===== config.mk =====
export PLATFORM = sky130hd
export DESIGN_NAME = tvg_div_cell
export DESIGN_NICKNAME = d
export VERILOG_FILES = /design/src/design/assert_macros.svh /design/src/design/tvg_pkg.sv /design/src/design/tvg_div_cell.sv
export SDC_FILE = /design/constraint.sdc
export NUM_CORES = 1
export LEC_CHECK = 0
export BUFFER_PORTS_ARGS = -buffer_cell sky130_fd_sc_hd__buf_2
export CORE_ASPECT_RATIO = 0.75
export CORE_MARGIN = 2
export CORE_UTILIZATION = 49
export DETAILED_ROUTE_END_ITERATION = 16
export GPL_TIMING_DRIVEN = 1
export HOLD_SLACK_MARGIN = 0.15
export PLACE_DENSITY = 0.81
export SLEW_MARGIN = 20
export SYNTH_ARGS = -nofsm -noshare
export SYNTH_HDL_FRONTEND = slang
export SYNTH_SLANG_ARGS = --single-unit

===== constraint.sdc =====
create_clock -name clk -period 2.9 [get_ports clk]
set_input_delay 0.58 -clock clk [delete_from_list [all_inputs] [get_ports clk]]
set_output_delay 0.58 -clock clk [all_outputs]
set_load 0.02 [all_outputs]

===== src/design/assert_macros.svh =====
// assertion macros used by the torus_vertex_generator design file
`ifndef ASSERT_MACROS_SVH
`define ASSERT_MACROS_SVH
`ifndef NO_ASSERTIONS
`define ASSERT_IMPL(lbl, clk, rst_n, a, b) \
	lbl: assert property (@(posedge clk) disable iff (!rst_n) (a) |-> (b)) \
		else $error("assertion failed");
`define ASSERT_NEXT(lbl, clk, rst_n, a, b) \
	lbl: assert property (@(posedge clk) disable iff (!rst_n) (a) |=> (b)) \
		else $error("assertion failed");
`else
`define ASSERT_IMPL(lbl, clk, rst_n, a, b)
`define ASSERT_NEXT(lbl, clk, rst_n, a, b)
`endif
`endif


===== src/design/tvg_pkg.sv =====
// types and constants of the torus vertex generator
`timescale 1ns / 1ps
package tvg_pkg;
	localparam int MAX_SEGMENTS_DEF     = 1024;
	localparam int ANGLE_ITERATIONS_DEF = 16;
	localparam int SEG_W  = 11;
	localparam int DIV_W  = 27;
	localparam int QUO_W  = 17;
	localparam int CS_W   = 33;
	localparam int TRIG_W = 32;

	typedef logic signed [CS_W-1:0] cord_t;
	typedef logic signed [TRIG_W-1:0] trig_t;

	localparam cord_t CORDIC_GAIN = 33'sd652032874;
	localparam cord_t Q30_ONE     = 33'sd1073741824;
	localparam logic [32:0] TWO_PI_Q30 = 33'd6746518852;

	localparam cord_t ATAN_Q30 [24] = '{
		33'sd843314857, 33'sd497837829, 33'sd263043837, 33'sd133525159,
		33'sd67021687, 33'sd33543516, 33'sd16775851, 33'sd8388437,
		33'sd4194283, 33'sd2097149, 33'sd1048576, 33'sd524288,
		33'sd262144, 33'sd131072, 33'sd65536, 33'sd32768,
		33'sd16384, 33'sd8192, 33'sd4096, 33'sd2048,
		33'sd1024, 33'sd512, 33'sd256, 33'sd128
	};

	typedef enum logic [1:0] {
		REG_MAIN_RADIUS,
		REG_TUBE_RADIUS,
		REG_MAIN_SEGMENTS,
		REG_TUBE_SEGMENTS
	} cfg_reg_t;

	typedef struct packed {
		cord_t x;
		cord_t y;
		cord_t z;
		logic [1:0] quad;
	} cordic_word_t;
endpackage


===== src/design/tvg_div_cell.sv =====
// one quotient bit of the pipelined restoring divider
`timescale 1ns / 1ps
module tvg_div_cell #(
	parameter int SHIFT = 0
) (
	input  logic clk,
	input  logic en,
	input  logic [tvg_pkg::DIV_W-1:0] rem_i,
	input  logic [tvg_pkg::SEG_W-1:0] seg_i,
	input  logic [tvg_pkg::QUO_W-1:0] quo_i,
	output logic [tvg_pkg::DIV_W-1:0] rem_q,
	output logic [tvg_pkg::SEG_W-1:0] seg_q,
	output logic [tvg_pkg::QUO_W-1:0] quo_q
);
	localparam int DW = tvg_pkg::DIV_W;
	localparam int QW = tvg_pkg::QUO_W;

	logic [DW-1:0] sub;
	logic take;

	assign sub  = DW'(seg_i) << SHIFT;
	assign take = rem_i >= sub;

	always_ff @(posedge clk) begin
		if (en) begin
			rem_q <= take ? rem_i - sub : rem_i;
			seg_q <= seg_i;
			quo_q <= quo_i | (QW'(take) << SHIFT);
		end
	end
endmodule


[Word-level counts from Yosys, hierarchy flattened]
Index checks and enable logic that the tools add are counted.
Storage, ports and cells
  register bits after elaboration: 55
  input port bits: 57
  output and inout port bits: 55
Cells by class
  add/subtract/negate cells: 1
  order comparisons: 1
  mux-type cells: 1
  bitwise operators: 1
Operator list (count)
  greater-or-equal comparator 27 x 11 -> 1 bit: 1
  two-way mux 27 bit: 1
  subtractor 27 x 11 -> 27 bit: 1
  OR 17 x 1 -> 17 bit: 1

[Depth between registers and ports, before layout]
Gate-level depths: netlist of the first run.
  depth in word-level cells: 2
  gate-level depth with buffers: 10
  depth with buffers taken out: 10

[Worst setup path before layout of the first run]
Ideal clock, no wire load.
  path kind: input port to flip-flop
  from: in rem_i[0] in the netlist's numbering
  to: reg rem_q[26] in the netlist's numbering, data pin
  arrival: 2.406 ns
  data required time: 2.630 ns
  setup slack: 0.224 ns
  stages: 10
  path through: inv_1 -> ha_1 -> inv_1 -> fa_1 -> a211oi_1 -> o21bai_1 -> a21bo_2 -> a21o_1 -> a311oi_1 -> xor2_1
On the way
  word-level cells in the longest chain between the ends: 2
  elaborated cells between the ends (all ways): 3
  classes of those cells: 1 x add/sub; 1 x order compare; 1 x mux
Ends and longest elaborated chain
  from (decl): RTL line tvg_div_cell.sv:8  | input logic [tvg_pkg::DIV_W-1:0] rem_i,
  subtractor 27 x 11 -> 27 bit or greater-or-equal comparator 27 x 11 -> 1 bit (tied branches): RTL line tvg_div_cell.sv:26, tvg_div_cell.sv:22
  two-way mux 27 bit (*): RTL line tvg_div_cell.sv:26  | rem_q <= take ? rem_i - sub : rem_i;
  to (signal assigned): RTL line tvg_div_cell.sv:26
  to (decl): RTL line tvg_div_cell.sv:11  | output logic [tvg_pkg::DIV_W-1:0] rem_q,
Every way passes the cells marked *; elsewhere a longest branch is shown, timed or not.
A chain may end at the register's enable or synchronous reset.

[Worst setup path after layout of the first run]
Same ends and word-level chain as after synthesis.

==> results of run 1 <==
[critical path, stage by stage]
cell and delay, ns:
buf_2 0.11, inv_1 0.05, ha_1 0.16, inv_1 0.06
fa_1 0.42, a211oi_1 0.41, o21bai_1 0.16, a21bo_2 0.24
a21o_1 0.19, a311oi_1 0.30, xor2_1 0.10
[routing by layer]
metal | global-route usage [%] | wire length, um
met2 | 30.1 | 2730
met3 | 5.22 | 529
met1 | 25.2 | 2670
met4 | 4.81 | 89
met5 | 0 | 0
[cell families (layout without fill, tap and decap cells)]
family / Yosys count / after routing / synth area share (%)
simple gates: 62 / 62 / 13.6
xor+xnor: 23 / 23 / 7.12
flops: 55 / 55 / 58.4
fa+ha+maj: 12 / 12 / 5.58
mux: 2 / 2 / 0.796
compound gates: 46 / 46 / 11.9
buf+inv: 17 / 139 / 2.52
[through the flow]
stage               cell area, um^2  cells  hold WS [ns]  total power [mW]
floorplan                      2830    217         0.679              1.25
global placement               3520    406         0.757              1.42
detailed placement             3520    406         0.758              1.43
CTS                            3610    414         0.439              1.85
global route                   3610    414         0.428              1.92
finish                         3610    414         0.448              1.84
[area by class of cell]
type / instances / share of cell area, %
sequential: 55 / 45.7
timing repair buffer: 118 / 17.2
tap: 75 / 2.60
multi-input combinational: 145 / 30.6
clock buffer: 5 / 1.91
inverter: 13 / 1.35
clock inverter: 3 / 0.658
[where the power goes]
part           internal, mW  switching, mW  total (mW)
combinational         0.163          0.266       0.428
clock                 0.175          0.253       0.428
sequential            0.965         0.0154       0.981
total                  1.30          0.534        1.84
[Yosys cell counts, types with 3 or more instances]
cell	instances	area, um^2
ha_1	11	138
a21oi_1	6	30.0
nor4_1	4	25.0
o31ai_1	4	30.0
nor2_1	9	33.8
a21o_1	4	30.0
buf_2	3	15.0
inv_1	13	48.8
xor2_1	16	140
a211oi_1	3	22.5
xnor2_1	7	61.3
nor3_1	4	20.0
o21ai_0	15	75.1
nand2_1	14	52.6
nand3_1	3	15.0
edfxtp_1	55	1650
[path summary, 6_finish.rpt]
kind | from | endpoint | slack, ns | depth (start not counted)
setup / recovery | rem_i[0] | rem_q[26]$_DFFE_PP_ | 0.20 | 11
hold / removal | quo_i[11] | quo_q[11]$_DFFE_PP_ | 0.45 | 1
[registers in the layout, summed over array words and instances, names as in the netlist]
| name | flops |
|---|---|
| rem_q | 27 |
| quo_q | 17 |
| seg_q | 11 |
[cells in the final DEF (no fill, tap or decap), types with 3 or more instances in the layout]
cell type	count
o21ai_0	15
nand2_1	14
o31ai_1	4
buf_4	6
nor4_1	4
buf_2	111
a21oi_1	6
edfxtp_1	55
xor2_1	16
a211oi_1	3
nor3_1	4
inv_1	13
a21o_1	4
clkbuf_8	5
nand3_1	3
nor2_1	9
xnor2_1	7
ha_1	11
==> results.py, run 1 <==
metrics = {
    "setup_path": {
        "start_kind": "input pin",
        "critPathArrivalTime_ns": 2.76,
        "cp_max_fo": 3,
        "cp_data_required_time_ns": 2.96,
        "end_kind": "flop",
        "worstSetupPathType": "in -> reg",
    },
    "synth": {
        "syn-num-nets": 286,
        "ys_ff_latch": 55,
        "synth_area_um2": 2830,
        "synth_edf_count": 55,
        "yosysWarnings": 0,
        "synth.distinct_cells": 51,
        "synth_area_per_cell_um2": 13.0,
        "synth_seq_area_share_pct": 58.4,
        "synth_ff_type": "edfxtp_1",
        "async_flop_share_pct": 0,
        "netlist_instances": 217,
    },
    "drt": {
        "dr.pass1.iters": 4,
        "vias": 2206,
        "drc": 0,
        "wire_per_inst_um": 14.6,
        "via_per_inst": 5.33,
        "wl_mm": 6.03,
        "drt-initial-drc-count": 129,
        "antenna_left": 0,
    },
    "global_route": {
        "antenna_found_initial": 0,
        "grt_start_max_net_pins": 29,
        "grt_use_total_pct": 18.7,
        "overflow": 0,
        "grt_pass1_wl_mm": 9.60,
        "first_global_vias": 2108,
    },
    "timing": {
        "tightest_slew_ns": 0.656,
        "finalCritPeriodShare_pct": 93.1,
        "setup_viol": 0,
        "worst_slack_ns": 0.201,
        "finalHoldViolCount": 0,
        "fmax_ghz": 0.371,
        "finalMaxSlewViolations": 0,
        "layout_min_cycle_time_ns": 2.70,
        "setup_tns_ns": 0,
        "slew_headroom_pct": 56.3,
        "rsz0062_at_grt": "false",
    },
    "min_path": {
        "hold_class": "in -> reg",
    },
    "clock_network": {
        "clk_pin_slew_ns": 0.11,
        "holdBufCountCts": 0,
        "cts_root_buf": "clkbuf_8",
        "postCtsSetupRepairBufs": 0,
        "cts_tree": "done",
        "cts.sinks": 55,
        "cts_buffers": 5,
        "ctsResizeCount": 0,
        "cts_buffer_depth": 2,
        "htree_num_levels": 2,
    },
    "cells_and_area": {
        "multi_input_area_um2": 1100,
        "ff_latch_area_um2": 1650,
        "fin_util_pct": 66.1,
        "area_delta_synth_final_pct": 27.7,
        "fin_nets": 407,
        "antennaDiodeCount": 0,
        "final_layout_size_suffix_gt1_share_pct": 41.0,
        "fill_cells": 429,
    },
    "pwr": {
        "p_leak_nw": 1.51,
        "peakVddDrop_v": 0.000248,
        "powerDensity_nw_per_um2": 509,
    },
    "status": {
        "outcome": "complete, no violations",
    },
    "die": {
        "die_area_um2": 6400,
        "die_x_um": 91.7,
        "io_pins": 112,
        "dieHeight_um": 69.8,
        "num_rows": 23,
        "start_util_pct": 51.7,
        "core_um2": 5470,
    },
    "place": {
        "gp_congestion": 0.886,
        "numPortBuffers": 111,
        "post-place-ws_ns": -0.0875,
        "dp_hpwl_mm": 4.78,
    },
    "flow_run": {
        "maxCapViolCount": 0,
    },
}
Note: power is estimated with default switching activity, not from simulation.
==> inputs of run 2 (changes only) <==
CORE_UTILIZATION = 46   (was 49)
CTS_CLUSTER_DIAMETER = 60   (was default)
PLACE_DENSITY = 0.76   (was 0.81)
REMOVE_ABC_BUFFERS = 1   (was default)
==> run 2 against run 1 <==
Clock power is 5.4% higher. Critical endpoint unchanged. Routed wire length is 0.76% higher. Core utilization is 4.4 points lower. Via count is 2.4% lower. Count of clock-buffer cells in the layout stayed put. Worst setup slack better by 0.059 ns. Fmax is 2.2% higher. Largest power group unchanged. Flip-flop and latch count stayed put. Worst hold slack worse by 0.023 ns. Total power is 1.2% higher.
==> results.py, run 2 (same netlist as run 1, synthesis figures left out) <==
metrics = {
    "cells_and_area": {
        "final_common_cell": "buf_2",
        "fill_cells": 500,
        "antennaDiodeCount": 0,
        "top_register": "rem_q",
        "ff_latch_area_um2": 1650,
        "largest_reg_flops": 27,
        "area_delta_synth_final_pct": 28.5,
        "most-common-layout-cells": "buf_2, edfxtp_1, xor2_1",
        "fin_nets": 409,
        "multi_input_area_um2": 1100,
        "top_regs": "rem_q: 27 flops, quo_q: 17 flops, seg_q: 11 flops",
        "final_layout_size_suffix_gt1_share_pct": 41.3,
        "fin_util_pct": 61.7,
    },
    "pwr": {
        "peakVddDrop_v": 0.000309,
        "switching_power_mw": 0.554,
        "combPwrFrac_pct": 23.0,
        "p_seq_share_pct": 52.8,
        "clockPowerShare_pct": 24.2,
        "powerDensity_nw_per_um2": 512,
        "p_leak_nw": 1.52,
        "p_int_mw": 1.31,
        "swShare_pct": 29.8,
    },
    "min_path": {
        "hold_class": "in -> reg",
    },
    "clock_network": {
        "clk_pin_slew_ns": 0.10,
        "cts_buffer_depth": 2,
        "cts_root_buf": "clkbuf_8",
        "htree_num_levels": 2,
        "cts.sinks": 55,
        "cts_tree": "done",
        "holdBufCountCts": 0,
        "ctsResizeCount": 0,
        "postCtsSetupRepairBufs": 0,
        "cts_buffers": 5,
    },
    "timing": {
        "tightest_slew_ns": 0.553,
        "fmax_ghz": 0.379,
        "rsz0062_at_grt": "false",
        "finalMaxSlewViolations": 0,
        "slew_headroom_pct": 63.2,
        "finalCritPeriodShare_pct": 91.0,
        "setup_viol": 0,
        "finalHoldViolCount": 0,
        "layout_min_cycle_time_ns": 2.64,
        "setup_tns_ns": 0,
    },
    "drt": {
        "antenna_left": 0,
        "dr.pass1.iters": 4,
        "wl_mm": 6.07,
        "drc": 0,
        "wire_per_inst_um": 14.5,
        "via_per_inst": 5.14,
        "drt-initial-drc-count": 113,
        "vias": 2153,
    },
    "setup_path": {
        "crit_path_end": "rem_q[26]$_DFFE_PP_",
        "cp_max_fo": 3,
        "startpoint": "rem_i[0]",
        "end_kind": "flop",
        "cp_data_required_time_ns": 2.97,
        "critPathArrivalTime_ns": 2.71,
        "worstSetupPathType": "in -> reg",
        "worst_path_max_delay_cell": "fa_1",
        "cp_cell_sequence": "buf_2 > inv_1 > ha_1 > inv_1 > fa_1 > a211oi_1 > o21bai_1 > a21bo_2 > a21o_1 > a311oi_1 > xor2_1",
        "start_kind": "input pin",
        "slowest_delay_ns": 0.43,
        "crit_top_cell": "inv_1",
    },
    "global_route": {
        "antenna_found_initial": 0,
        "grt_start_max_net_pins": 34,
        "first_global_vias": 2101,
        "grt_use_total_pct": 18.6,
        "overflow": 0,
        "grt_pass1_wl_mm": 9.84,
    },
    "flow_run": {
        "maxCapViolCount": 0,
    },
    "die": {
        "core_um2": 5890,
        "die_area_um2": 6800,
        "die_x_um": 94.5,
        "num_rows": 24,
        "dieHeight_um": 71.9,
        "io_pins": 112,
        "start_util_pct": 48.0,
    },
    "status": {
        "outcome": "complete, no violations",
    },
    "place": {
        "dp_hpwl_mm": 4.67,
        "numPortBuffers": 111,
        "gp_congestion": 0.863,
    },
}
==> run 2: cell count changes in the layout (fill, tap and decap cells not counted), sizes merged <==
cell	delta
buf	+2
clkinv	-1
inv	+1
==> run 2: metal layers <==
layer / up-vias / track usage, % / share of wire (%)
li1: 1070 / - / -
met1: 971 / 26.5 / 47
met2: 100 / 28.3 / 42
met3: 12 / 5.19 / 9.4
met4: 0 / 5.64 / 1.5
met5: - / 0 / 0
==> run 2: layout make-up <==
type / instances / share of cell area [%]
Inverter: 13 / 1.34
Tap cell: 78 / 2.69
Multi-Input combinational cell: 145 / 30.4
Timing Repair Buffer: 120 / 17.5
Clock buffer: 5 / 1.89
Sequential cell: 55 / 45.5
Clock inverter: 3 / 0.689
==> run 2: how the worst min path moves through the flow <==
| stage | cells after the start | to | slack, ns | startpoint |
|---|---|---|---|---|
| 2_1_floorplan | 0 | quo_q[10]$_DFFE_PP_ | 0.68 | quo_i[10] |
| 3_5_place_dp | 1 | quo_q[12]$_DFFE_PP_ | 0.76 | quo_i[12] |
| 3_3_place_gp | 1 | quo_q[2]$_DFFE_PP_ | 0.76 | quo_i[2] |
| 4_1_cts | 1 | quo_q[14]$_DFFE_PP_ | 0.42 | quo_i[14] |
| 6_report | 1 | quo_q[2]$_DFFE_PP_ | 0.42 | quo_i[2] |
| 5_1_grt | 1 | quo_q[2]$_DFFE_PP_ | 0.41 | quo_i[2] |
==> run 2: power by group through the flow <==
| stage | Clock [mW] | Combinational, mW | Sequential, mW |
|---|---|---|---|
| 2_1_floorplan | 0 | 0.145 | 1.11 |
| 3_3_place_gp | 0 | 0.423 | 0.999 |
| 5_1_grt | 0.485 | 0.470 | 0.990 |
| 4_1_cts | 0.466 | 0.429 | 0.983 |
| 3_5_place_dp | 0 | 0.428 | 1.00 |
| 6_report | 0.451 | 0.427 | 0.982 |
==> run 2: metrics by stage <==
stage / instance area [um^2] / worst slack [ns] / instances / hold slack [ns] / power [mW]
6_report: 3630 / 0.260 / 419 / 0.425 / 1.86
5_1_grt: 3630 / 0.0844 / 419 / 0.413 / 1.95
4_1_cts: 3630 / 0.253 / 419 / 0.420 / 1.88
3_5_place_dp: 3540 / -0.0887 / 411 / 0.758 / 1.43
3_3_place_gp: 3540 / -0.0405 / 411 / 0.756 / 1.42
2_1_floorplan: 2810 / 0.212 / 213 / 0.679 / 1.25
==> run 2: worst max-delay path, delay by kind of cell <==
family	cells	cell delay, ns
buf+inv	3	0.20
compound gates	5	1.23
xor+xnor	1	0.11
fa+ha+maj	2	0.59
==> inputs of run 3 (changes only) <==
clock period = 2.5 ns   (was 2.9 ns; I/O delays follow)
==> run 3 against run 2 <==
Combinational power up 28%. Largest cell class unchanged. Highest routed layer unchanged. Routed wire length up 5.3%. Worst setup slack worse by 0.14 ns. First-iteration DRC count up 35%.
==> results.py, run 3 (same netlist as run 1, synthesis figures left out) <==
metrics = {
    "global_route": {
        "antenna_found_initial": 0,
        "grt_start_max_net_pins": 37,
        "grt_pass1_wl_mm": 9.87,
        "overflow": 0,
        "grt_use_total_pct": 18.8,
        "first_global_vias": 2147,
    },
    "drt": {
        "antenna_left": 0,
        "drt-initial-drc-count": 152,
        "via_per_inst": 5.04,
        "dr.pass1.iters": 6,
        "vias": 2251,
        "wl_mm": 6.39,
        "drc": 0,
        "wire_per_inst_um": 14.3,
    },
    "clock_network": {
        "holdBufCountCts": 0,
        "htree_num_levels": 2,
        "cts_tree": "done",
        "cts_root_buf": "clkbuf_8",
        "clk_pin_slew_ns": 0.11,
        "cts_buffers": 5,
        "cts.sinks": 55,
        "cts_buffer_depth": 2,
        "postCtsSetupRepairBufs": 0,
    },
    "cells_and_area": {
        "antennaDiodeCount": 0,
        "fin_nets": 437,
        "fin_util_pct": 66.0,
        "top_register": "rem_q",
        "final_common_cell": "buf_2",
        "area_delta_synth_final_pct": 37.4,
        "most-common-layout-cells": "buf_2, edfxtp_1, buf_4",
        "largest_reg_flops": 27,
        "fill_cells": 484,
        "top_regs": "rem_q: 27 flops, quo_q: 17 flops, seg_q: 11 flops",
        "final_layout_size_suffix_gt1_share_pct": 47.7,
    },
    "status": {
        "outcome": "complete, no violations",
    },
    "place": {
        "numPortBuffers": 111,
        "dp_hpwl_mm": 5.03,
        "gp_congestion": 0.840,
    },
    "die": {
        "core_um2": 5890,
        "die_area_um2": 6800,
        "start_util_pct": 48.0,
        "die_x_um": 94.5,
        "dieHeight_um": 71.9,
        "io_pins": 112,
        "num_rows": 24,
    },
    "setup_path": {
        "worst_path_max_delay_cell": "fa_2",
        "worstSetupPathType": "in -> reg",
        "start_kind": "input pin",
        "critPathArrivalTime_ns": 2.45,
        "cp_max_fo": 3,
        "crit_top_cell": "inv_1",
        "cp_cell_sequence": "buf_2 > inv_1 > ha_1 > inv_1 > fa_2 > a211oi_4 > o21bai_1 > a21bo_2 > a21o_1 > a311oi_2 > xor2_1",
        "cp_data_required_time_ns": 2.57,
        "slowest_delay_ns": 0.38,
        "end_kind": "flop",
    },
    "flow_run": {
        "maxCapViolCount": 0,
    },
    "pwr": {
        "p_leak_nw": 1.67,
        "powerDensity_nw_per_um2": 564,
        "peakVddDrop_v": 0.000299,
    },
    "timing": {
        "finalMaxSlewViolations": 0,
        "rsz0062_at_grt": "false",
        "tightest_slew_ns": 0.508,
        "finalCritPeriodShare_pct": 95.2,
        "layout_min_cycle_time_ns": 2.38,
        "fin_hold_ws_ns": 0.358,
        "finalHoldViolCount": 0,
        "fmax_ghz": 0.420,
        "setup_viol": 0,
        "slew_headroom_pct": 66.1,
    },
    "min_path": {
        "hold_class": "in -> reg",
        "hold_depth": 1,
    },
}
==> run 3: cell types whose count changed in the layout (fill, tap and decap cells not counted), sizes merged <==
cell	change
clkinv	+2
clkinvlp	-1
inv	-1
buf	+28
==> run 3: final cells by class <==
cell class | count | area, um^2 | area share [%]
clock buffer | 5 | 68.8 | 1.77
clock inverter | 3 | 22.5 | 0.580
inverter | 13 | 48.8 | 1.26
multi-input combinational | 145 | 1150 | 29.6
sequential | 55 | 1650 | 42.5
tap | 78 | 97.6 | 2.51
timing repair buffer | 148 | 846 | 21.8
==> run 3: critical path: cells and delay by family <==
family                     cells  cell delay (ns)
AOI/OAI and AO/OA              5             1.12
adders and majority gates      2             0.54
buffers and inverters          3             0.21
xor gates and xnor gates       1             0.09
==> run 3: layer usage <==
layer	global-route usage [%]	share of wire (%)
met1	26.0	46
met2	29.4	44
met3	6.13	9.1
met4	4.51	0.63
met5	0	0
==> run 3: power by group <==
part	total, mW	switching [mW]	internal (mW)	leakage, nW
combinational	0.545	0.319	0.227	1.08
clock	0.504	0.302	0.202	0.0485
sequential	1.14	0.0208	1.12	0.539
==> run 3: final timing paths <==
kind | from | endpoint | slack (ns)
worst min-delay path | quo_i[2] | quo_q[2]$_DFFE_PP_ | 0.36
worst max-delay path | rem_i[0] | rem_q[26]$_DFFE_PP_ | 0.12
==> run 3: stage by stage <==
stage / worst slack [ns] / std cells / power, mW / cell area [um^2] / setup TNS [ns]
2_1_floorplan: -0.108 / 213 / 1.45 / 2810 / -0.323
3_3_place_gp: -0.356 / 439 / 1.69 / 3750 / -4.44
3_5_place_dp: -0.463 / 439 / 1.70 / 3750 / -5.20
4_1_cts: 0.0238 / 447 / 2.20 / 3850 / 0
5_1_grt: 0.00348 / 447 / 2.29 / 3880 / 0
6_report: 0.121 / 447 / 2.19 / 3880 / 0
==> run 3: what timing repair did <==
action	CTS	global route
endpoints found under the hold margin	0	0
resized for setup	2	6
endpoints found under the setup margin	4	7
pin swaps	0	2
