**src/design/assert_macros.svh**
```systemverilog
// assertion macros used by the torus_vertex_generator design file
`ifndef ASSERT_MACROS_SVH
`define ASSERT_MACROS_SVH
`ifndef NO_ASSERTIONS
`define ASSERT_IMPL(lbl, clk, rst_n, a, b) \
	lbl: assert property (@(posedge clk) disable iff (!rst_n) (a) |-> (b)) \
		else $error("assertion failed");
`define ASSERT_NEXT(lbl, clk, rst_n, a, b) \
	lbl: assert property (@(posedge clk) disable iff (!rst_n) (a) |=> (b)) \
		else $error("assertion failed");
`else
`define ASSERT_IMPL(lbl, clk, rst_n, a, b)
`define ASSERT_NEXT(lbl, clk, rst_n, a, b)
`endif
`endif

```
**src/design/tvg_pkg.sv**
```systemverilog
// types and constants of the torus vertex generator
`timescale 1ns / 1ps
package tvg_pkg;
	localparam int MAX_SEGMENTS_DEF     = 1024;
	localparam int ANGLE_ITERATIONS_DEF = 16;
	localparam int SEG_W  = 11;
	localparam int DIV_W  = 27;
	localparam int QUO_W  = 17;
	localparam int CS_W   = 33;
	localparam int TRIG_W = 32;

	typedef logic signed [CS_W-1:0] cord_t;
	typedef logic signed [TRIG_W-1:0] trig_t;

	localparam cord_t CORDIC_GAIN = 33'sd652032874;
	localparam cord_t Q30_ONE     = 33'sd1073741824;
	localparam logic [32:0] TWO_PI_Q30 = 33'd6746518852;

	localparam cord_t ATAN_Q30 [24] = '{
		33'sd843314857, 33'sd497837829, 33'sd263043837, 33'sd133525159,
		33'sd67021687, 33'sd33543516, 33'sd16775851, 33'sd8388437,
		33'sd4194283, 33'sd2097149, 33'sd1048576, 33'sd524288,
		33'sd262144, 33'sd131072, 33'sd65536, 33'sd32768,
		33'sd16384, 33'sd8192, 33'sd4096, 33'sd2048,
		33'sd1024, 33'sd512, 33'sd256, 33'sd128
	};

	typedef enum logic [1:0] {
		REG_MAIN_RADIUS,
		REG_TUBE_RADIUS,
		REG_MAIN_SEGMENTS,
		REG_TUBE_SEGMENTS
	} cfg_reg_t;

	typedef struct packed {
		cord_t x;
		cord_t y;
		cord_t z;
		logic [1:0] quad;
	} cordic_word_t;
endpackage

```
**src/design/tvg_cordic_cell.sv**
```systemverilog
// one rotation step of the pipelined cordic
`timescale 1ns / 1ps
module tvg_cordic_cell #(
	parameter int IDX = 0
) (
	input  logic clk,
	input  logic en,
	input  tvg_pkg::cordic_word_t w_i,
	output tvg_pkg::cordic_word_t w_q
);
	tvg_pkg::cord_t xs;
	tvg_pkg::cord_t ys;
	tvg_pkg::cord_t ang;

	assign xs  = w_i.x >>> IDX;
	assign ys  = w_i.y >>> IDX;
	assign ang = tvg_pkg::ATAN_Q30[IDX];

	always_ff @(posedge clk) begin
		if (en) begin
			w_q.quad <= w_i.quad;
			if (!w_i.z[tvg_pkg::CS_W-1]) begin
				w_q.x <= w_i.x - ys;
				w_q.y <= w_i.y + xs;
				w_q.z <= w_i.z - ang;
			end else begin
				w_q.x <= w_i.x + ys;
				w_q.y <= w_i.y - xs;
				w_q.z <= w_i.z + ang;
			end
		end
	end
endmodule

```
**config.mk**
```make
export PLATFORM = sky130hd
export DESIGN_NAME = tvg_cordic_cell
export DESIGN_NICKNAME = d
export VERILOG_FILES = /design/src/design/assert_macros.svh /design/src/design/tvg_pkg.sv /design/src/design/tvg_cordic_cell.sv
export SDC_FILE = /design/constraint.sdc
export NUM_CORES = 1
export LEC_CHECK = 0
export BUFFER_PORTS_ARGS = -buffer_cell sky130_fd_sc_hd__buf_2
export CAP_MARGIN = 10
export CELL_PAD_IN_SITES_DETAIL_PLACEMENT = 0
export CELL_PAD_IN_SITES_GLOBAL_PLACEMENT = 1
export CORE_MARGIN = 1.5
export CORE_UTILIZATION = 43
export DETAILED_ROUTE_END_ITERATION = 6
export PLACE_DENSITY = 0.81
export SYNTH_ARGS = -nofsm -noshare
export SYNTH_HDL_FRONTEND = slang
export SYNTH_SLANG_ARGS = --single-unit
```
**constraint.sdc**
```tcl
create_clock -name clk -period 5 [get_ports clk]
set_clock_uncertainty 0.05 [all_clocks]
set_input_delay 1 -clock clk [delete_from_list [all_inputs] [get_ports clk]]
set_output_delay 1 -clock clk [all_outputs]
set_load 0.1 [all_outputs]
```
Word level (Yosys, flattened, before mapping). Cells that the tools add are included. W data, S select, Z words.

$add $sub $neg: 5. Mux-type cells: 1.

Operators by type and width (count): $mux W99 (1); $sub A33 B33 Y33 (2); $add A33 B31 Y33 const B (1); $add A33 B33 Y33 (1); $sub A33 B31 Y33 const B (1).

Bits in registers: 101. Bits of input ports: 103. Output and inout bits: 101. Word-level logic and storage cells: 10.

Logic depth before layout (Yosys ltp). Gate-level depths: netlist of run 1.

Depth after elaboration: 2. Gate-level depth with buffers: 14. Mapped depth without buffers: 12.

Worst setup path after synthesis of run 1. No wires, ideal clock.

Kind: input to register. Start point: input port w_i[34] in the netlist's numbering. End point: register w_q[33] in the netlist's numbering, data pin. Library setup time: 0.258 ns. Arrival: 4.306 ns. Data required time: 4.692 ns. Slack: 0.386 ns. Cell stages on the path: 14. Path buffers: 3. Cells stage by stage: clkbuf_1 > inv_2 > clkbuf_1 > buf_1 > ha_1 > a21o_1 > a21o_1 > a21o_1 > a221oi_1 > o31ai_1 > nor2b_1 > a221o_1 > a31oi_1 > xnor2_1.

Word-level cells in the longest chain between the ends: 1.

RTL lines: start, declared (RTL line tvg_cordic_cell.sv:8) `input tvg_pkg::cordic_word_t w_i,`; $mux W99 (RTL line tvg_cordic_cell.sv:22) `if (!w_i.z[tvg_pkg::CS_W-1]) begin`; end, declared (RTL line tvg_cordic_cell.sv:9) `output tvg_pkg::cordic_word_t w_q`.

No other way between the ends. A chain may end at the register's enable or synchronous reset.

Worst setup path after layout of run 1.
Start point: input port w_i[39] in the netlist's numbering. End point: register w_q[97] in the netlist's numbering, data pin.

Word-level cells in the longest chain between the ends: 2. Elaborated cells on any way between the ends: 3. Classes of those cells: add/sub: 2; mux: 1.

RTL lines (RTL line): $sub A33 B33 Y33 or $add A33 B33 Y33 (tied branches) (tvg_cordic_cell.sv:23, tvg_cordic_cell.sv:27); $mux W99 * (tvg_cordic_cell.sv:22).

Mark *: on every way between the ends. The rest lies on a longest branch, timed or not.

==> flow_metrics.env, run 1 <==
export IMPL_cts_root_buf="sky130_fd_sc_hd__clkbuf_16"
export IMPL_path_buf_inv=2
export IMPL_synth_seq_cells=100
export IMPL_global_route_usage_met3_pct=2.73
export IMPL_post_synth_top_area_cell="sky130_fd_sc_hd__edfxtp_1"
export IMPL_synth_async_reset_ratio_pct=0
export IMPL_crit_arrival_ns=4.09
export IMPL_postCtsHoldBufs=0
export IMPL_number_of_nets_in_the_finished_design=1582
export IMPL_post_synth_num_cell_types=78
export IMPL_post_cts_resize_count=0
export IMPL_hold_violations=0
export IMPL_grt_start_max_net_pins=77
export IMPL_synthFlopType="sky130_fd_sc_hd__edfxtp_1"
export IMPL_nets_in_the_synthesized_netlist=1409
export IMPL_cts_buffers_inserted=9
export IMPL_largest_register_ffs=100
export IMPL_status="completed"
export IMPL_finalInstanceArea_um2=11700
export IMPL_routed_wirelength_mm=29.9
export IMPL_tcrit_tclk_final_pct=80.6
export IMPL_grt_pass1_wl_mm=46.6
export IMPL_critPathLaunchType="input pin"
export IMPL_drtPass1Iterations=5
export IMPL_fp_dieArea_um2=24700
export IMPL_timing_hold_ws_ns=0.765
export IMPL_syn_to_final_growth_pct=15.1
export IMPL_post_drt_wl_per_cell_um=17.9
export IMPL_postSynthAreaPerCell_um2=8.68
export IMPL_floorplan_initialDensity_pct=43.6
export IMPL_coreArea_um2=23400
export IMPL_max_clock_freq_mhz=248
export IMPL_gr_total_overflow=0
export IMPL_fp_dieW_um=157
export IMPL_timing_critical_path_fanout_max=13
export IMPL_postRouteAntennaNets=0
export IMPL_final_critical_path_setup_slack_ns=0.970
export IMPL_cts_num_sinks=100
export IMPL_grt_pass1_vias=8879
export IMPL_synth_top_cell_area_share_pct=29.4
export IMPL_ctsLongestPathBuffers=2
export IMPL_grt_use_met2_pct=39.4
export IMPL_cts_htree_levels=3
export IMPL_dr_total_vias=9349
export IMPL_timing_worst_slew_pin_value_ns=1.00
export IMPL_layout_cells_most_common_list="sky130_fd_sc_hd__buf_2 (202), sky130_fd_sc_hd__a21oi_1 (132), sky130_fd_sc_hd__ha_1 (127), sky130_fd_sc_hd__inv_1 (104), sky130_fd_sc_hd__edfxtp_1 (100)"
export IMPL_hold_path_startpoint="w_i[0]"
export IMPL_detailed_place_hpwl_mm=23.7
export IMPL_finalNonFillerCells=1674
export IMPL_fraction_of_final_layout_cells_sized_beyond_drive_strength_1_pct=18.4
export IMPL_timing_max_slew_rel_slack_pct=33.0
export IMPL_clock_tree_from_tritoncts="done"
export IMPL_path_delay_family="compound AO/OA/AOI/OAI gates"
export IMPL_antenna_found_initial=0
export IMPL_detail_route_vias_per_cell=5.58
export IMPL_placedCellCount=1656
export IMPL_peakVddDrop_mv=0.199
export IMPL_critical_path_slowest_cell="sky130_fd_sc_hd__ha_1"
export IMPL_slew_violations=0
export IMPL_powerDensity_nw_per_um2=345
export IMPL_p_total_mw=4.05
export IMPL_clk_pin_slew_ns=0.08
export IMPL_critical_path_startpoint="w_i[39]"
export IMPL_grt_use_total_pct=24.0
export IMPL_ys_top_cells_by_area="sky130_fd_sc_hd__edfxtp_1 (29%), sky130_fd_sc_hd__ha_1 (16%), sky130_fd_sc_hd__xnor2_1 (6.7%)"
export IMPL_post_route_drc_count=0
export IMPL_worst_ep_required_time_ns=5.06
export IMPL_area_after_dpl_um2=11500
export IMPL_crit_path_max_incr_delay_ns=0.49
export IMPL_post_route_setup_tns_ns=0
export IMPL_die_height_um=157
export IMPL_layout_cells_most_common="sky130_fd_sc_hd__buf_2"
export IMPL_total_of_buffers_placed_on_input_and_output_ports=203
export IMPL_top_usage_layer="met2"
export IMPL_gp_congestion=0.986
export IMPL_initialDrtViolationCount=694
export IMPL_reg_top3="w_q x100"
export IMPL_register_with_the_highest_flop_count="w_q"
export IMPL_holdCritPathClass="input pin to register"
export IMPL_synth_edff_count=100
export IMPL_placement_rows=56
export IMPL_worst_setup_path_type="input pin to register"
export IMPL_synth_warning_count=0
export IMPL_post_synth_instance_area_um2=10200
export IMPL_cap_viol_max_count=0
export IMPL_boundaryPins=204
export IMPL_end_kind="register"
export IMPL_crit_top_cell="sky130_fd_sc_hd__a21oi_1"
export IMPL_period_minus_slack_ns=4.03
export IMPL_post_cts_buffers=0
export IMPL_timing_final_setup_violations=0
export IMPL_timing_critical_path_cells="buf_2 > inv_1 > ha_1 > nor2_1 > o211ai_1 > a2111oi_2 > a211oi_2 > o31ai_1 > a21oi_1 > o21ai_0 > a21oi_1 > xnor2_1"
export IMPL_dp_worst_slack_ns=0.645
export IMPL_sequential_to_total_area_share_from_yosys_stat_pct=29.4
export IMPL_total_leakage_power_nw=5.25
export IMPL_synth_cells=1175
export IMPL_final_standard_cell_utilization_of_the_core_pct=50.2
export IMPL_grtUsageMet1_pct=33.2
export IMPL_unrepaired_setup_endpoints_after_global_routing="false"
[synthesized netlist by cell type (11+ instances only)]
library cell and instances:
sky130_fd_sc_hd__a21oi_1 132, sky130_fd_sc_hd__xnor2_1 78, sky130_fd_sc_hd__edfxtp_1 100, sky130_fd_sc_hd__o21bai_1 20
sky130_fd_sc_hd__inv_1 104, sky130_fd_sc_hd__nor2_1 95, sky130_fd_sc_hd__o21a_1 15, sky130_fd_sc_hd__o31ai_1 13
sky130_fd_sc_hd__nand2_1 71, sky130_fd_sc_hd__nor3_1 16, sky130_fd_sc_hd__o21ai_0 64, sky130_fd_sc_hd__xor2_1 15
sky130_fd_sc_hd__mux2i_1 15, sky130_fd_sc_hd__ha_1 127, sky130_fd_sc_hd__nand4_1 11, sky130_fd_sc_hd__nand3_1 13
sky130_fd_sc_hd__a21o_1 34, sky130_fd_sc_hd__a31oi_1 13, sky130_fd_sc_hd__a211oi_1 11, sky130_fd_sc_hd__nand2b_1 12
sky130_fd_sc_hd__clkbuf_1 27, sky130_fd_sc_hd__nor2b_1 17, sky130_fd_sc_hd__o211ai_1 12
[routing by layer]
metal / up-vias / share of wire [%]
li1: 4570 / -
met1: 4375 / 46
met2: 360 / 46
met3: 44 / 5.7
met4: 0 / 1.9
met5: - / 0
[final timing paths]
path / end / slack [ns] / cells after the start
hold / removal: w_q[0] / 0.77 / 1
setup / recovery: w_q[97] / 0.97 / 12
[layout make-up]
class                      instances  area [um^2]
fill                            2320        11700
multi-input combinational        918         6570
sequential                       100         3000
timing repair buffer             211         1080
inverter                         108          405
tap                              319          399
clock buffer                       9          225
clock inverter                     7         55.1
antenna                            2         5.00
[logic make-up (layout without fill, tap and decap cells)]
group | after synthesis | count (layout) | share of synthesized area [%]
adder cells (fa/ha/maj) | 131 | 131 | 16.4
XOR/XNOR | 93 | 93 | 7.98
AND/OR/NAND/NOR | 290 | 290 | 13.9
multiplexers | 16 | 16 | 1.58
flip-flops | 100 | 100 | 29.4
AO/OA/AOI/OAI | 388 | 388 | 24.6
other | 0 | 2 | 0
buffers and inverters | 157 | 335 | 6.14
[where the power goes]
| group | leakage, nW | total [mW] | internal, mW | switching, mW |
|---|---|---|---|---|
| logic | 4.13 | 2.19 | 0.494 | 1.69 |
| clock network | 0.141 | 0.711 | 0.348 | 0.363 |
| registers | 0.979 | 1.15 | 1.11 | 0.0385 |
| total | 5.25 | 4.05 | 1.96 | 2.10 |
(Power assumes the default switching activity.)
==> run 2, diff against run 1 <==
==> constraint.sdc (replaced) <==
create_clock -name clk -period 3.9 [get_ports clk]
set_clock_uncertainty 0.05 [all_clocks]
set_input_delay 0.78 -clock clk [delete_from_list [all_inputs] [get_ports clk]]
set_output_delay 0.78 -clock clk [all_outputs]
set_load 0.1 [all_outputs]
==> flow_metrics.env, run 2 (synthesis results as in run 1) <==
export IMPL_worst_ep_required_time_ns=3.95
export IMPL_antenna_found_initial=1
export IMPL_swShare_pct=50.7
export IMPL_ctsLongestPathBuffers=2
export IMPL_unrepaired_setup_endpoints_after_global_routing="false"
export IMPL_postRouteAntennaNets=0
export IMPL_detailed_place_hpwl_mm=25.5
export IMPL_largest_register_ffs=100
export IMPL_grt_pass1_vias=9325
export IMPL_timing_final_setup_violations=0
export IMPL_post_route_drc_count=0
export IMPL_post_cts_buffers=0
export IMPL_clockPowerShare_pct=18.2
export IMPL_worst_setup_path_type="input pin to register"
export IMPL_multiInputGateArea_um2=6580
export IMPL_cts_htree_levels=3
export IMPL_hold_violations=0
export IMPL_max_clock_freq_mhz=287
export IMPL_ff_latch_area_um2=3000
export IMPL_grt_start_max_net_pins=55
export IMPL_grt_use_total_pct=25.5
export IMPL_cts_buffers_inserted=9
export IMPL_total_length_of_routed_met2_wires_mm=14.4
export IMPL_holdCritPathClass="input pin to register"
export IMPL_final_critical_path_setup_slack_ns=0.415
export IMPL_clk_pin_slew_ns=0.08
export IMPL_slew_violations=0
export IMPL_placedCellCount=1728
export IMPL_floorplan_initialDensity_pct=43.6
export IMPL_dr_total_vias=9637
export IMPL_postCtsHoldBufs=0
export IMPL_cp_endpoint="w_q[99]"
export IMPL_end_kind="register"
export IMPL_fraction_of_final_layout_cells_sized_beyond_drive_strength_1_pct=22.6
export IMPL_fp_dieW_um=157
export IMPL_syn_to_final_growth_pct=20.8
export IMPL_critPathLaunchType="input pin"
export IMPL_dp_worst_slack_ns=-0.129
export IMPL_post_route_setup_tns_ns=0
export IMPL_gate_power_share_pct=54.3
export IMPL_final_standard_cell_utilization_of_the_core_pct=52.7
export IMPL_filler_cell_count=2278
export IMPL_fp_dieArea_um2=24700
export IMPL_clock_tree_from_tritoncts="done"
export IMPL_tcrit_tclk_final_pct=89.4
export IMPL_finalNonFillerCells=1745
export IMPL_number_of_nets_in_the_finished_design=1654
export IMPL_finalInstanceArea_um2=12300
export IMPL_timing_max_slew_rel_slack_pct=48.7
export IMPL_post_drt_wl_per_cell_um=18.1
export IMPL_period_minus_slack_ns=3.48
export IMPL_timing_hold_ws_ns=0.542
export IMPL_cts_root_buf="sky130_fd_sc_hd__clkbuf_16"
export IMPL_detailroute_wirelength_met3_mm=1.88
export IMPL_cts_num_sinks=100
export IMPL_peakVddDrop_mv=0.249
export IMPL_whs_path_depth=1
export IMPL_total_of_buffers_placed_on_input_and_output_ports=203
export IMPL_die_height_um=157
export IMPL_coreArea_um2=23400
export IMPL_boundaryPins=204
export IMPL_internal_power_mw=2.65
export IMPL_gr_total_overflow=0
export IMPL_reg_top3="w_q x100"
export IMPL_timing_critical_path_fanout_max=5
export IMPL_routed_wirelength_mm=31.6
export IMPL_p_total_mw=5.39
export IMPL_highest_signal_layer="met4"
export IMPL_crit_arrival_ns=3.53
export IMPL_post_cts_resize_count=0
export IMPL_critical_path_startpoint="w_i[69]"
export IMPL_p_switching_mw=2.73
export IMPL_detail_route_vias_per_cell=5.52
export IMPL_register_with_the_highest_flop_count="w_q"
export IMPL_timing_worst_slew_pin_value_ns=0.770
export IMPL_layout_cells_most_common_list="sky130_fd_sc_hd__buf_2 (202), sky130_fd_sc_hd__a21oi_1 (132), sky130_fd_sc_hd__ha_1 (127), sky130_fd_sc_hd__inv_1 (104), sky130_fd_sc_hd__edfxtp_1 (100)"
export IMPL_total_leakage_power_nw=5.61
export IMPL_placement_rows=56
export IMPL_layout_cells_most_common="sky130_fd_sc_hd__buf_2"
export IMPL_power_sequential_fraction_pct=27.5
export IMPL_m1WireLength_mm=14.4
export IMPL_grt_pass1_wl_mm=48.9
export IMPL_area_after_dpl_um2=12000
export IMPL_drtPass1Iterations=5
export IMPL_powerDensity_nw_per_um2=437
export IMPL_initialDrtViolationCount=775
export IMPL_cap_viol_max_count=0
export IMPL_gp_congestion=0.959
export IMPL_status="completed"
run 2: cell count changes in the layout (fill, tap and decap cells not counted), sizes merged:
cell / delta
buf: +72
bufinv: +1
diode: -1
inv: -1
run 2: critical path, cell delays in order:
cell and delay (ns):
sky130_fd_sc_hd__buf_2 0.14, sky130_fd_sc_hd__ha_1 0.31, sky130_fd_sc_hd__nor2b_1 0.14, sky130_fd_sc_hd__o21ai_0 0.22, sky130_fd_sc_hd__buf_4 0.16, sky130_fd_sc_hd__a21oi_1 0.06
sky130_fd_sc_hd__nand4b_1 0.32, sky130_fd_sc_hd__a221oi_1 0.42, sky130_fd_sc_hd__buf_4 0.19, sky130_fd_sc_hd__nor4_1 0.06, sky130_fd_sc_hd__o41ai_1 0.43, sky130_fd_sc_hd__a2bb2oi_1 0.14
sky130_fd_sc_hd__xor2_1 0.17
run 2: area by class of cell:
| type | count | share of cell area, % |
|---|---|---|
| Clock buffer | 9 | 1.83 |
| Timing Repair Buffer | 283 | 13.2 |
| Sequential cell | 100 | 24.4 |
| Clock inverter | 7 | 0.650 |
| Tap cell | 319 | 3.24 |
| Antenna cell | 1 | 0.0203 |
| Inverter | 108 | 3.29 |
| Multi-Input combinational cell | 918 | 53.4 |
run 2: how the worst min path moves through the flow:
stage / from / to
2_1_floorplan: w_i[0] / w_q[0]
3_3_place_gp: w_i[0] / w_q[0]
3_5_place_dp: w_i[0] / w_q[0]
4_1_cts: w_i[0] / w_q[0]
5_1_grt: w_i[0] / w_q[0]
6_report: w_i[0] / w_q[0]
run 2: per-layer routing:
metal	GRT usage [%]	up-vias
li1	-	4720
met5	0	-
met1	34.1	4474
met4	9.52	0
met2	42.0	382
met3	3.22	61
run 2: power by group through the flow:
stage | combinational [mW] | sequential (mW) | clock [mW]
after CTS | 2.92 | 1.48 | 0.995
after detailed placement | 2.90 | 1.51 | 0
after global routing | 3.09 | 1.50 | 1.03
after global placement | 2.90 | 1.51 | 0
final | 2.93 | 1.48 | 0.980
after floorplan | 0.959 | 2.79 | 0
==> run 3, diff against run 2 <==
--- a/config.mk
+++ b/config.mk
@@ -13,6 +13,7 @@
 export CORE_UTILIZATION = 43
 export DETAILED_ROUTE_END_ITERATION = 6
 export PLACE_DENSITY = 0.81
+export RECOVER_POWER = 50
 export SYNTH_ARGS = -nofsm -noshare
 export SYNTH_HDL_FRONTEND = slang
 export SYNTH_SLANG_ARGS = --single-unit
==> flow_metrics.env, run 3 (synthesis results as in run 1) <==
export IMPL_postRouteAntennaNets=0
export IMPL_post_drt_wl_per_cell_um=18.2
export IMPL_fraction_of_final_layout_cells_sized_beyond_drive_strength_1_pct=19.6
export IMPL_worst_setup_path_type="input pin to register"
export IMPL_unrepaired_setup_endpoints_after_global_routing="false"
export IMPL_placement_rows=56
export IMPL_total_of_buffers_placed_on_input_and_output_ports=203
export IMPL_placedCellCount=1728
export IMPL_filler_cell_count=2304
export IMPL_boundaryPins=204
export IMPL_register_with_the_highest_flop_count="w_q"
export IMPL_clockPowerShare_pct=18.3
export IMPL_clk_pin_slew_ns=0.08
export IMPL_ctsLongestPathBuffers=2
export IMPL_crit_arrival_ns=3.61
export IMPL_grt_pass1_wl_mm=48.9
export IMPL_layout_cells_most_common="sky130_fd_sc_hd__buf_2"
export IMPL_status="completed"
export IMPL_drtPass1Iterations=6
export IMPL_internal_power_mw=2.64
export IMPL_timing_max_slew_rel_slack_pct=0.976
export IMPL_syn_to_final_growth_pct=20.1
export IMPL_grt_use_total_pct=25.5
export IMPL_floorplan_initialDensity_pct=43.6
export IMPL_clock_tree_from_tritoncts="done"
export IMPL_finalInstanceArea_um2=12300
export IMPL_postCtsHoldBufs=0
export IMPL_post_route_setup_tns_ns=0
export IMPL_grt_pass1_vias=9325
export IMPL_fp_dieW_um=157
export IMPL_period_minus_slack_ns=3.55
export IMPL_finalNonFillerCells=1745
export IMPL_crit_top_cell="sky130_fd_sc_hd__o21ai_0"
export IMPL_antenna_found_initial=1
export IMPL_detailed_place_hpwl_mm=25.5
export IMPL_timing_critical_path_fanout_max=9
export IMPL_timing_final_setup_violations=0
export IMPL_worst_ep_required_time_ns=3.96
export IMPL_gate_power_share_pct=54.1
export IMPL_peakVddDrop_mv=0.250
export IMPL_cap_viol_max_count=0
export IMPL_p_switching_mw=2.74
export IMPL_cts_root_buf="sky130_fd_sc_hd__clkbuf_16"
export IMPL_holdCritPathClass="input pin to register"
export IMPL_timing_hold_ws_ns=0.543
export IMPL_tcrit_tclk_final_pct=91.0
export IMPL_swShare_pct=51.0
export IMPL_detail_route_vias_per_cell=5.52
export IMPL_die_height_um=157
export IMPL_critical_path_slowest_cell="sky130_fd_sc_hd__a2111oi_2"
export IMPL_dr_total_vias=9635
export IMPL_timing_critical_path_cells="buf_2 > inv_1 > ha_1 > and2_1 > o21ai_0 > a21boi_0 > o2111ai_1 > a2111oi_2 > o21ai_0 > o21ai_1 > a2111oi_0 > or3_1"
export IMPL_path_buf_inv=2
export IMPL_number_of_nets_in_the_finished_design=1654
export IMPL_critPathLaunchType="input pin"
export IMPL_cts_htree_levels=3
export IMPL_reg_top3="w_q x100"
export IMPL_timing_worst_slew_pin_value_ns=1.49
export IMPL_cts_buffers_inserted=9
export IMPL_powerDensity_nw_per_um2=439
export IMPL_largest_register_ffs=100
export IMPL_power_sequential_fraction_pct=27.6
export IMPL_max_clock_freq_mhz=282
export IMPL_crit_path_max_incr_delay_ns=0.51
export IMPL_fp_dieArea_um2=24700
export IMPL_gp_congestion=0.959
export IMPL_dp_worst_slack_ns=-0.129
export IMPL_grt_start_max_net_pins=55
export IMPL_final_critical_path_setup_slack_ns=0.353
export IMPL_slew_violations=0
export IMPL_routed_wirelength_mm=31.7
export IMPL_cts_num_sinks=100
export IMPL_end_kind="register"
export IMPL_post_cts_resize_count=0
export IMPL_area_after_dpl_um2=12000
export IMPL_hold_violations=0
export IMPL_post_route_drc_count=0
export IMPL_total_leakage_power_nw=5.50
export IMPL_coreArea_um2=23400
export IMPL_initialDrtViolationCount=732
export IMPL_layout_cells_most_common_list="sky130_fd_sc_hd__buf_2 (161), sky130_fd_sc_hd__a21oi_1 (132), sky130_fd_sc_hd__ha_1 (127), sky130_fd_sc_hd__inv_1 (105), sky130_fd_sc_hd__edfxtp_1 (100)"
export IMPL_path_delay_family="compound AO/OA/AOI/OAI gates"
export IMPL_post_cts_buffers=0
export IMPL_gr_total_overflow=0
run 3: power by group through the flow:
stage | Sequential (mW) | Clock, mW | Combinational (mW)
2_1_floorplan | 2.79 | 0 | 0.959
3_3_place_gp | 1.51 | 0 | 2.90
3_5_place_dp | 1.51 | 0 | 2.90
4_1_cts | 1.48 | 0.995 | 2.92
5_1_grt | 1.50 | 1.03 | 3.06
6_report | 1.49 | 0.984 | 2.91
run 3: worst paths after layout:
check  slack, ns       to  cells past startpoint  startpoint
max         0.35  w_q[34]                     12     w_i[34]
min         0.54   w_q[0]                      1      w_i[0]
run 3: metrics by stage:
stage / total power [mW] / utilization [%]
floorplan: 3.75 / -
global placement: 4.41 / 51.3
detailed placement: 4.41 / 51.3
CTS: 5.40 / 52.6
global route: 5.59 / 52.4
finish: 5.38 / 52.4
run 3: routing by layer:
layer,vias up,part of all wire (%),track usage (%)
met5,-,0,0
met3,59,6.1,3.22
li1,4723,-,-
met4,0,3.0,9.52
met2,370,45,42.0
met1,4483,45,34.1
run 3: area by class of cell:
class	count	area (um^2)	share of cell area, %
multi-input combinational	918	6580	53.7
sequential	100	3000	24.5
timing repair buffer	283	1560	12.8
inverter	108	405	3.31
tap	319	399	3.26
clock buffer	9	225	1.84
clock inverter	7	80.1	0.653
antenna	1	2.50	0.0204
